===== config.mk =====
export PLATFORM = sky130hd
export DESIGN_NAME = ppu_register_and_scroll_timing_flat
export DESIGN_NICKNAME = d
export VERILOG_FILES = /design/src/ppurst_pkg.sv /design/src/ppurst_item_if.sv /design/src/ppurst_result_if.sv /design/src/ppu_register_and_scroll_timing.sv /design/src/flat_wrapper.sv
export VERILOG_INCLUDE_DIRS = /design/src /design/src/src
export SDC_FILE = /design/constraint.sdc
export NUM_CORES = 2
export LEC_CHECK = 0
export BUFFER_PORTS_ARGS = -buffer_cell sky130_fd_sc_hd__buf_2
export CAP_MARGIN = 20
export CORE_MARGIN = 2
export CORE_UTILIZATION = 45
export CTS_CLUSTER_DIAMETER = 30
export DETAILED_ROUTE_END_ITERATION = 8
export PLACE_DENSITY = 0.63
export SETUP_SLACK_MARGIN = 0.5
export SYNTH_ARGS = -nofsm -noshare
export SYNTH_HDL_FRONTEND = slang
export SYNTH_SLANG_ARGS = --single-unit

===== constraint.sdc =====
create_clock -name clk -period 8.3 [get_ports clk]
set_clock_uncertainty 0.15 [all_clocks]
set_input_delay 0.83 -clock clk [delete_from_list [all_inputs] [get_ports clk]]
set_output_delay 0.83 -clock clk [all_outputs]
set_load 0.005 [all_outputs]

===== src/ppu_register_and_scroll_timing_macros.svh =====
// Assertion macros for the video register block.
`ifndef PPU_REGISTER_AND_SCROLL_TIMING_MACROS_SVH
`define PPU_REGISTER_AND_SCROLL_TIMING_MACROS_SVH

`ifndef SYNTHESIS

`define PPURST_ASSERT_IMP(label, ante, cons) \
	label: assert property (@(posedge clk) disable iff (!arst_n) (ante) |-> (cons)) \
		else $error("same-cycle check failed");

`define PPURST_ASSERT_NXT(label, ante, cons) \
	label: assert property (@(posedge clk) disable iff (!arst_n) (ante) |=> (cons)) \
		else $error("next-cycle check failed");

`else

`define PPURST_ASSERT_IMP(label, ante, cons)

`define PPURST_ASSERT_NXT(label, ante, cons)

`endif

`endif


===== src/ppurst_pkg.sv =====
package ppurst_pkg;

	localparam int SPRITE_BYTES_DEF = 256;

	// item commands
	localparam logic [1:0] CMD_TICK  = 2'd0;
	localparam logic [1:0] CMD_READ  = 2'd1;
	localparam logic [1:0] CMD_WRITE = 2'd2;
	localparam logic [1:0] CMD_DMA   = 2'd3;

	// register ports
	localparam logic [2:0] REG_CTRL   = 3'd0;
	localparam logic [2:0] REG_MASK   = 3'd1;
	localparam logic [2:0] REG_STATUS = 3'd2;
	localparam logic [2:0] REG_SPADDR = 3'd3;
	localparam logic [2:0] REG_SPDATA = 3'd4;
	localparam logic [2:0] REG_SCROLL = 3'd5;
	localparam logic [2:0] REG_ADDR   = 3'd6;
	localparam logic [2:0] REG_DATA   = 3'd7;

	// bit positions
	localparam int CTRL_NMI_EN = 7;
	localparam int CTRL_INC32  = 2;
	localparam int MASK_BG     = 3;
	localparam int MASK_SPR    = 4;
	localparam int FLAG_VBLANK = 2;

	localparam logic [2:0]  FLAGS_RESET = 3'b101;
	localparam logic [8:0]  LAST_DOT    = 9'd340;
	localparam logic [8:0]  LAST_LINE   = 9'd261;
	localparam logic [8:0]  VBLANK_LINE = 9'd241;
	localparam logic [8:0]  VISIBLE_END = 9'd240;
	localparam logic [4:0]  COARSE_Y_LAST = 5'd29;
	localparam logic [14:0] HORI_MASK   = 15'h041F;
	localparam logic [14:0] VERT_MASK   = 15'h7BE0;

	typedef struct packed {
		logic [1:0] cmd;
		logic [2:0] reg_index;
		logic [7:0] write_data;
		logic [7:0] vram_read_data;
	} item_t;

	typedef struct packed {
		logic [7:0]  read_data;
		logic        nmi;
		logic        dma_start;
		logic [7:0]  dma_page;
		logic        vram_write_en;
		logic        vram_read_en;
		logic [13:0] vram_addr;
		logic [7:0]  vram_write_data;
		logic [8:0]  scanline_out;
		logic [8:0]  dot_out;
	} result_t;

endpackage


===== src/ppurst_item_if.sv =====
interface ppurst_item_if;
	logic                 valid;
	logic                 ready;
	ppurst_pkg::item_t    data;

	modport source (output valid, output data, input ready);
	modport sink (input valid, input data, output ready);
endinterface


===== src/ppurst_result_if.sv =====
interface ppurst_result_if;
	logic                 valid;
	logic                 ready;
	ppurst_pkg::result_t  data;

	modport source (output valid, output data, input ready);
	modport sink (input valid, input data, output ready);
endinterface


===== src/ppu_register_and_scroll_timing.sv =====
// channel | dir | payload                                   | handshake
// item    | in  | cmd, reg_index, write_data, vram_read_data | valid/ready
// result  | out | read_data, nmi, dma, vram_*, line/dot      | valid/ready
//
// One request per cycle unless the output stalls; results pass through the stages
// (stage 1: decoded result and sprite-store read, stage 2: output register).
// Sprite store is a 256-byte synchronous RAM; its registered read is resolved in
// stage 1, and open bus is forwarded from that read to the next request.
// Reset clears state registers (flags load FLAGS_RESET) and sprite store valid bits.
// A stalled output holds stage 1; input ready drops only when both stages are full.
`include "ppu_register_and_scroll_timing_macros.svh"

module ppu_register_and_scroll_timing #(
	parameter int SPRITE_BYTES = ppurst_pkg::SPRITE_BYTES_DEF
) (
	input logic              clk,
	input logic              arst_n,
	ppurst_item_if.sink      item,
	ppurst_result_if.source  result
);

	localparam int AW = $clog2(SPRITE_BYTES);

	// architectural state
	logic [7:0]  ctrl_q, mask_q, rbuf_q, open_bus_q, spr_addr_q;
	logic [2:0]  flags_q;
	logic [14:0] v_q, t_q;
	logic        toggle_q, nmi_pend_q;
	logic [8:0]  dot_q, line_q;

	// sprite store
	logic [7:0]              spr_mem [SPRITE_BYTES];
	logic [SPRITE_BYTES-1:0] spr_vld_q;
	logic [AW-1:0]           spr_idx;
	logic                    spr_wr, spr_rd;

	// pipeline
	logic                valid_s1, valid_s2;
	logic                spr_rd_s1, spr_hit_s1;
	logic [7:0]          spr_rdata_s1;
	ppurst_pkg::result_t res_s1, res_s2, res_s2_n;
	logic                s1_adv, acc;
	logic [7:0]          spr_data, ob_eff;

	// next state
	ppurst_pkg::item_t   d;
	ppurst_pkg::result_t res;
	logic [7:0]  ctrl_n, mask_n, rbuf_n, ob_n, sa_n;
	logic [2:0]  flags_n;
	logic [14:0] v_n, t_n, v_step, v_scr;
	logic        tog_n, np_n, rendering, addr_hit;
	logic [8:0]  dot_n, line_n;

	function automatic logic [14:0] cx_inc(input logic [14:0] v);
		logic [14:0] r;
		r = v;
		r[4:0] = v[4:0] + 5'd1;
		if (v[4:0] == 5'd31)
			r[10] = ~v[10];
		return r;
	endfunction

	function automatic logic [14:0] y_inc(input logic [14:0] v);
		logic [14:0] r;
		r = v;
		if (v[14:12] != 3'd7) begin
			r[14:12] = v[14:12] + 3'd1;
		end else begin
			r[14:12] = 3'd0;
			if (v[9:5] == ppurst_pkg::COARSE_Y_LAST) begin
				r[9:5] = 5'd0;
				r[11] = ~v[11];
			end else begin
				r[9:5] = v[9:5] + 5'd1;
			end
		end
		return r;
	endfunction

	assign d = item.data;
	assign s1_adv = valid_s1 && (!valid_s2 || result.ready);
	assign item.ready = !valid_s1 || s1_adv;
	assign acc = item.valid && item.ready;
	assign result.valid = valid_s2;
	assign result.data = res_s2;

	assign spr_idx = spr_addr_q[AW-1:0];
	assign spr_data = spr_hit_s1 ? spr_rdata_s1 : 8'd0;
	// open bus as seen by the next request: a sprite read in stage 1 owns it
	assign ob_eff = (valid_s1 && spr_rd_s1) ? spr_data : open_bus_q;
	assign rendering = mask_q[ppurst_pkg::MASK_BG] || mask_q[ppurst_pkg::MASK_SPR];
	assign v_step = v_q + (ctrl_q[ppurst_pkg::CTRL_INC32] ? 15'd32 : 15'd1);
	assign spr_wr = acc && d.cmd == ppurst_pkg::CMD_WRITE && d.reg_index == ppurst_pkg::REG_SPDATA;
	assign spr_rd = acc && d.cmd == ppurst_pkg::CMD_READ && d.reg_index == ppurst_pkg::REG_SPDATA;

	// scroll counter steps for a tick
	always_comb begin
		logic vis, fetch;
		vis = (line_q < ppurst_pkg::VISIBLE_END) || (line_q == ppurst_pkg::LAST_LINE);
		fetch = (dot_q > 9'd0 && dot_q < 9'd257) || (dot_q > 9'd320 && dot_q < 9'd337);
		v_scr = v_q;
		if (vis && fetch && dot_q[2:0] == 3'd0)
			v_scr = cx_inc(v_scr);
		if (vis && fetch && dot_q == 9'd256)
			v_scr = y_inc(v_scr);
		if (vis && dot_q == 9'd257)
			v_scr = (v_scr & ~ppurst_pkg::HORI_MASK) | (t_q & ppurst_pkg::HORI_MASK);
		if (line_q == ppurst_pkg::LAST_LINE && dot_q > 9'd279 && dot_q < 9'd305)
			v_scr = (v_scr & ~ppurst_pkg::VERT_MASK) | (t_q & ppurst_pkg::VERT_MASK);
	end

	always_comb begin
		ctrl_n = ctrl_q;
		mask_n = mask_q;
		flags_n = flags_q;
		v_n = v_q;
		t_n = t_q;
		tog_n = toggle_q;
		sa_n = spr_addr_q;
		rbuf_n = rbuf_q;
		ob_n = ob_eff;
		dot_n = dot_q;
		line_n = line_q;
		np_n = nmi_pend_q;
		res = '0;
		addr_hit = 1'b0;
		case (d.cmd)
			ppurst_pkg::CMD_TICK: begin
				res.nmi = nmi_pend_q;
				if (rendering)
					v_n = v_scr;
				if (line_q == ppurst_pkg::VBLANK_LINE && dot_q == 9'd1) begin
					flags_n[ppurst_pkg::FLAG_VBLANK] = 1'b1;
					res.nmi = res.nmi || ctrl_q[ppurst_pkg::CTRL_NMI_EN];
				end
				if (line_q == ppurst_pkg::LAST_LINE && dot_q == 9'd1)
					flags_n = 3'd0;
				if (dot_q >= ppurst_pkg::LAST_DOT) begin
					dot_n = 9'd0;
					line_n = (line_q >= ppurst_pkg::LAST_LINE) ? 9'd0 : line_q + 9'd1;
				end else begin
					dot_n = dot_q + 9'd1;
				end
				np_n = 1'b0;
			end
			ppurst_pkg::CMD_READ: begin
				case (d.reg_index)
					ppurst_pkg::REG_STATUS: begin
						ob_n = {flags_q, ob_eff[4:0]};
						tog_n = 1'b0;
						flags_n[ppurst_pkg::FLAG_VBLANK] = 1'b0;
						np_n = 1'b0;
					end
					ppurst_pkg::REG_DATA: begin
						ob_n = rbuf_q;
						rbuf_n = d.vram_read_data;
						res.vram_read_en = 1'b1;
						addr_hit = 1'b1;
						v_n = v_step;
					end
					default: begin
						// write-only ports; sprite data is filled in at stage 1
					end
				endcase
			end
			ppurst_pkg::CMD_WRITE: begin
				ob_n = d.write_data;
				case (d.reg_index)
					ppurst_pkg::REG_CTRL: begin
						ctrl_n = d.write_data;
						t_n[11:10] = d.write_data[1:0];
						np_n = d.write_data[ppurst_pkg::CTRL_NMI_EN]
							&& flags_q[ppurst_pkg::FLAG_VBLANK];
					end
					ppurst_pkg::REG_MASK: mask_n = d.write_data;
					ppurst_pkg::REG_SPADDR: sa_n = d.write_data;
					ppurst_pkg::REG_SPDATA: sa_n = spr_addr_q + 8'd1;
					ppurst_pkg::REG_SCROLL: begin
						if (toggle_q) begin
							t_n[14:12] = d.write_data[2:0];
							t_n[9:5] = d.write_data[7:3];
						end else begin
							t_n[4:0] = d.write_data[7:3];
						end
						tog_n = !toggle_q;
					end
					ppurst_pkg::REG_ADDR: begin
						if (!toggle_q) begin
							t_n[14:8] = {1'b0, d.write_data[5:0]};
						end else begin
							t_n[7:0] = d.write_data;
							v_n = {t_q[14:8], d.write_data};
						end
						tog_n = !toggle_q;
					end
					ppurst_pkg::REG_DATA: begin
						addr_hit = 1'b1;
						if (!rendering) begin
							res.vram_write_en = 1'b1;
							res.vram_write_data = d.write_data;
						end
						v_n = v_step;
					end
					default: begin
						// status port: open bus only
					end
				endcase
			end
			default: begin
				res.dma_start = 1'b1;
				res.dma_page = d.write_data;
			end
		endcase
		res.read_data = ob_n;
		res.vram_addr = addr_hit ? v_q[13:0] : v_n[13:0];
		res.scanline_out = line_n;
		res.dot_out = dot_n;
	end

	always_comb begin
		res_s2_n = res_s1;
		if (spr_rd_s1)
			res_s2_n.read_data = spr_data;
	end

	always_ff @(posedge clk or negedge arst_n) begin
		if (!arst_n) begin
			ctrl_q <= '0;
			mask_q <= '0;
			flags_q <= ppurst_pkg::FLAGS_RESET;
			v_q <= '0;
			t_q <= '0;
			toggle_q <= 1'b0;
			spr_addr_q <= '0;
			rbuf_q <= '0;
			open_bus_q <= '0;
			dot_q <= '0;
			line_q <= '0;
			nmi_pend_q <= 1'b0;
			spr_vld_q <= '0;
			valid_s1 <= 1'b0;
			valid_s2 <= 1'b0;
		end else begin
			if (acc) begin
				ctrl_q <= ctrl_n;
				mask_q <= mask_n;
				flags_q <= flags_n;
				v_q <= v_n;
				t_q <= t_n;
				toggle_q <= tog_n;
				spr_addr_q <= sa_n;
				rbuf_q <= rbuf_n;
				open_bus_q <= ob_n;
				dot_q <= dot_n;
				line_q <= line_n;
				nmi_pend_q <= np_n;
			end else if (s1_adv && spr_rd_s1) begin
				open_bus_q <= spr_data;
			end
			if (spr_wr)
				spr_vld_q[spr_idx] <= 1'b1;
			if (acc)
				valid_s1 <= 1'b1;
			else if (s1_adv)
				valid_s1 <= 1'b0;
			if (s1_adv)
				valid_s2 <= 1'b1;
			else if (result.ready)
				valid_s2 <= 1'b0;
		end
	end

	always_ff @(posedge clk) begin
		if (spr_wr)
			spr_mem[spr_idx] <= d.write_data;
		if (spr_rd) begin
			spr_rdata_s1 <= spr_mem[spr_idx];
			spr_hit_s1 <= spr_vld_q[spr_idx];
		end
		if (acc) begin
			res_s1 <= res;
			spr_rd_s1 <= spr_rd;
		end
		if (s1_adv)
			res_s2 <= res_s2_n;
	end

	`PPURST_ASSERT_NXT(a_spr_hold, valid_s1 && spr_rd_s1 && !s1_adv, $stable(spr_data))
	`PPURST_ASSERT_NXT(a_vblank_nmi, acc && d.cmd == ppurst_pkg::CMD_TICK && line_q == ppurst_pkg::VBLANK_LINE && dot_q == 9'd1 && ctrl_q[ppurst_pkg::CTRL_NMI_EN], res_s1.nmi)
	`PPURST_ASSERT_NXT(a_dot_wrap, acc && d.cmd == ppurst_pkg::CMD_TICK && dot_q == ppurst_pkg::LAST_DOT, dot_q == 9'd0)
	`PPURST_ASSERT_IMP(a_one_access, result.valid && result.data.vram_write_en, !result.data.vram_read_en && !result.data.dma_start && !result.data.nmi)

endmodule


===== src/flat_wrapper.sv =====
// flat-port wrapper written by rule: the top's interface ports become plain ports
module ppu_register_and_scroll_timing_flat 
#(
	parameter int SPRITE_BYTES = ppurst_pkg::SPRITE_BYTES_DEF
)
  (clk, arst_n, item_valid, item_data, item_ready, result_valid, result_data, result_ready);
  ppurst_item_if item_i ();
  ppurst_result_if result_i ();
  input logic clk;
  input logic arst_n;
  input wire logic [$bits(item_i.valid)-1:0] item_valid;
  input wire logic [$bits(item_i.data)-1:0] item_data;
  output wire logic [$bits(item_i.ready)-1:0] item_ready;
  output wire logic [$bits(result_i.valid)-1:0] result_valid;
  output wire logic [$bits(result_i.data)-1:0] result_data;
  input wire logic [$bits(result_i.ready)-1:0] result_ready;
  assign item_i.valid = item_valid;
  assign item_i.data = item_data;
  assign item_ready = item_i.ready;
  assign result_valid = result_i.valid;
  assign result_data = result_i.data;
  assign result_i.ready = result_ready;
  ppu_register_and_scroll_timing #(.SPRITE_BYTES(SPRITE_BYTES)) u_core (.clk(clk), .arst_n(arst_n), .item(item_i), .result(result_i));
endmodule

==> summary.txt <==
Outcome
  • Status: complete, no violations

STA
  • Worst-margin pin slew: ~1200 ps
  • Crit path time final: ~5300 ps
  • Final period utilization: 64.1%
  • Max-slew violations: 0
  • Final Hold Viols: 0
  • Slew HR: 19.6%
  • Fmax: approximately 190 MHz
  • RSZ-0062 raised after global routing: false
  • Setup_tns: 0 ps
  • Setup-failing EPs final: 0

Synth
  • Post-synth EDFFs: between 2000 and 2500
  • Largest area contributor in the netlist: edfxtp_1
  • Netlist cell types: between 70 and 80
  • Gate Count Post-Synth: 5116
  • Syn Nets: about 5200
  • Count leader, synth: edfxtp_1
  • Ys Warns: 0
  • Synth area leaders: edfxtp_1 (66%), mux4_2 (15%), dfrtp_1 (8.4%)
  • Ys flop type: edfxtp_1
  • Yosys reg bits: around 2500
  • Post-synth ARST share: a little over an eighth
  • Post-synthesis area per instance: between 15 and 20 sq um
  • Synthesized area: around 100000 sq um
  • Synth top cells by count: edfxtp_1 (2178), mux4_2 (642), nor2_1 (362)
  • Synth top area share: approximately 66%
  • Seq/Total Area, Yosys: between 70% and 80%

Floorplan
  • Core Area: 220000 sq um
  • Full die area: around 230000 sq um
  • # rows: about 170
  • Die width: 474 microns
  • Initial core utilization: roughly 45%
  • Die height: between 400 and 500 microns
  • Num ports: 87

GRT
  • Largest net degree at the start of global routing: 155
  • First-pass GRT wire length: a little under 400000 microns
  • Initial antenna violation count: 6
  • Tot GR Track Use: between 20% and 30%
  • Vias in the first global route: ~54000
  • Gr ovfl total: 0

Setup path
  • CP Max Fanout: 75
  • Crit-path cells: buf_12 -> buf_4 -> mux4_2 -> a22o_1 -> a221oi_1 -> o21ai_0 -> a211oi_1 -> o311ai_0
  • Crit Path Class: reg -> reg
  • Worst Path Buf+Inv: 2
  • CP Data Required Time: between 8000 and 9000 ps
  • Crit. End Element: register
  • Arrival time worst endpoint: 5810 ps
  • Startpoint Class: register
  • Worst stage delay on the critical path: 840 ps
  • WP depth: 8
  • CP max stage cell: dfrtp_4
  • Top Family by Delay on Critical Path: compound AO/OA/AOI/OAI gates
  • R2R cell count: 8

Route
  • Via count: roughly 53000
  • DRT Pass-1 Iters: 6
  • Final WL: 268000 microns
  • Vias per cell: about 5.9
  • Wirelength per Cell: just over 30 microns
  • Number of DRC markers in iteration 0: between 6000 and 7000
  • Final ANT Viol Nets: 0
  • DRC violations left: 0

Power and ir drop
  • Peak VDD IR: approximately 0.24 mV
  • Pleak: 41.5 nW
  • Power Density: 327 nW/um^2

Clock tree
  • Clk_lat worst skew: between 900 and 1000 ps
  • Post_cts resized: 0
  • CTS tree: built
  • Register clock-pin slew on the reported worst setup and hold paths: 50 ps
  • Root Driver: clkbuf_16
  • H-tree levels: 5
  • CTS Buf Count: about 460
  • CTS sink cnt: around 2500
  • CTS Buffer Depth: 4

Layout
  • Fin nets: about 5600
  • P&R area growth vs syn: 20.1%
  • Post-Layout Cell Count: between 8000 and 9000
  • Filler cells: approximately 16000
  • Layout cells sized above 1: about a third

Place
  • Routability cong.: ~0.9
  • Post-DP HPWL: roughly 160000 microns
  • Placed Cells: roughly 8000
  • Port buffer count: 86

Flow run
  • Max-Cap Viols: 0

Worst hold path
  • Hold WC Path Type: in -> reg
  • Worst hold path depth: 3
routing by layer:
metal,vias up,wire length (microns),GRT usage [%]
li1,21600,-,-
met1,27800,107000,32.8
met2,2654,125000,36.8
met3,555,23700,5.60
met4,4,11900,10.3
met5,-,26,0
tightest hold or removal path, stage by stage:
cell,delay [ps]
buf_2,90
nand2b_1,190
nand2b_1,80
sequential cells by signal, indices dropped and copies added (netlist names), 2 cells and up:
name                 flops
u_core.spr_mem        2048
u_core.spr_vld_q       256
u_core.res_s1           60
u_core.result.data      60
u_core.t_q              15
u_core.v_q              15
u_core.dot_q             9
u_core.line_q            9
u_core.open_bus_q        8
u_core.rbuf_q            8
u_core.spr_addr_q        8
u_core.spr_rdata_s1      8
u_core.ctrl_q            2
u_core.flags_q           2
u_core.mask_q            2
logic make-up after synthesis:
group	after synthesis	share of synthesized area, %
adders and majority gates	22	0.276
buffers and inverters	310	1.49
and+or+nand+nor	1048	5.15
muxes	779	15.9
xor gates and xnor gates	13	0.114
AOI/OAI and AO/OA	428	2.85
DFF	2516	74.2
where the power goes:
group / total [W] / switching [W] / internal, W
Combinational: 0.00584 / 0.00353 / 0.00231
Clock: 0.0190 / 0.00637 / 0.0126
Sequential: 0.0142 / 0.000266 / 0.0140
Total: 0.0390 / 0.0102 / 0.0289
per-stage QoR:
stage	area [sq um]	setup WS, ps	util, %	total power [W]	hold slack (ps)
after global routing	120000	2850	54.4	0.0401	95.2
after global placement	103000	2860	47.0	0.0202	251
after floorplan	99600	4350	-	0.0180	250
after detailed placement	103000	2890	47.1	0.0203	255
final	120000	2980	54.4	0.0390	128
after CTS	119000	3030	54.4	0.0392	33.4
layout make-up:
| class | count | area, sq um | area share [%] |
|---|---|---|---|
| Sequential cell | 2516 | 73900 | 61.8 |
| Multi-Input combinational cell | 2290 | 24300 | 20.3 |
| Clock buffer | 550 | 12300 | 10.3 |
| Tap cell | 2958 | 3700 | 3.10 |
| Clock inverter | 302 | 3610 | 3.02 |
| Timing Repair Buffer | 202 | 1640 | 1.37 |
| Inverter | 31 | 118 | 0.0984 |
| Antenna cell | 5 | 12.5 | 0.0105 |
cell usage in the layout, fill, tap and decap left out, types with 38 or more instances in the layout:
| cell type | netlist | routed |
|---|---|---|
| clkinvlp_4 | 0 | 60 |
| a21oi_1 | 83 | 83 |
| nor2_1 | 362 | 359 |
| clkbuf_8 | 0 | 38 |
| dfrtp_1 | 336 | 331 |
| clkbuf_16 | 0 | 468 |
| buf_4 | 33 | 88 |
| o21ai_0 | 100 | 100 |
| clkinv_2 | 0 | 63 |
| edfxtp_1 | 2178 | 2178 |
| bufinv_16 | 0 | 65 |
| mux4_2 | 642 | 642 |
| nand3_1 | 60 | 60 |
| mux2i_1 | 108 | 108 |
| nand2_1 | 187 | 185 |
| clkbuf_1 | 146 | 52 |
| clkinv_4 | 0 | 38 |
| buf_2 | 51 | 78 |
| or2_2 | 258 | 258 |
repair_timing:
item                                   CTS  global route
buffers inserted                         0             0
endpoints found under the hold margin   68             0
setup endpoints to repair                0             0
hold buffers                            11             0
final timing paths:
check | startpoint | end | slack (ps)
setup / recovery | u_core.spr_addr_q[0]$_DFFE_PN0P_ | u_core.spr_rdata_s1[4]$_DFFE_PP_ | 2980
hold / removal | result_ready | u_core.result.valid$_DFFE_PN0P_ | 130
setup reg to reg | u_core.spr_addr_q[0]$_DFFE_PN0P_ | u_core.spr_rdata_s1[4]$_DFFE_PP_ | 2980
hold reg to reg | u_core.res_s1[41]$_SDFFCE_PN0P_ | u_core.result.data[41]$_DFFE_PP_ | 250
max in group asynchronous | arst_n | u_core.spr_vld_q[166]$_DFFE_PN0P_ | 6180
min in group asynchronous | arst_n | u_core.spr_vld_q[224]$_DFFE_PN0P_ | 300
(Power assumes the default switching activity.)
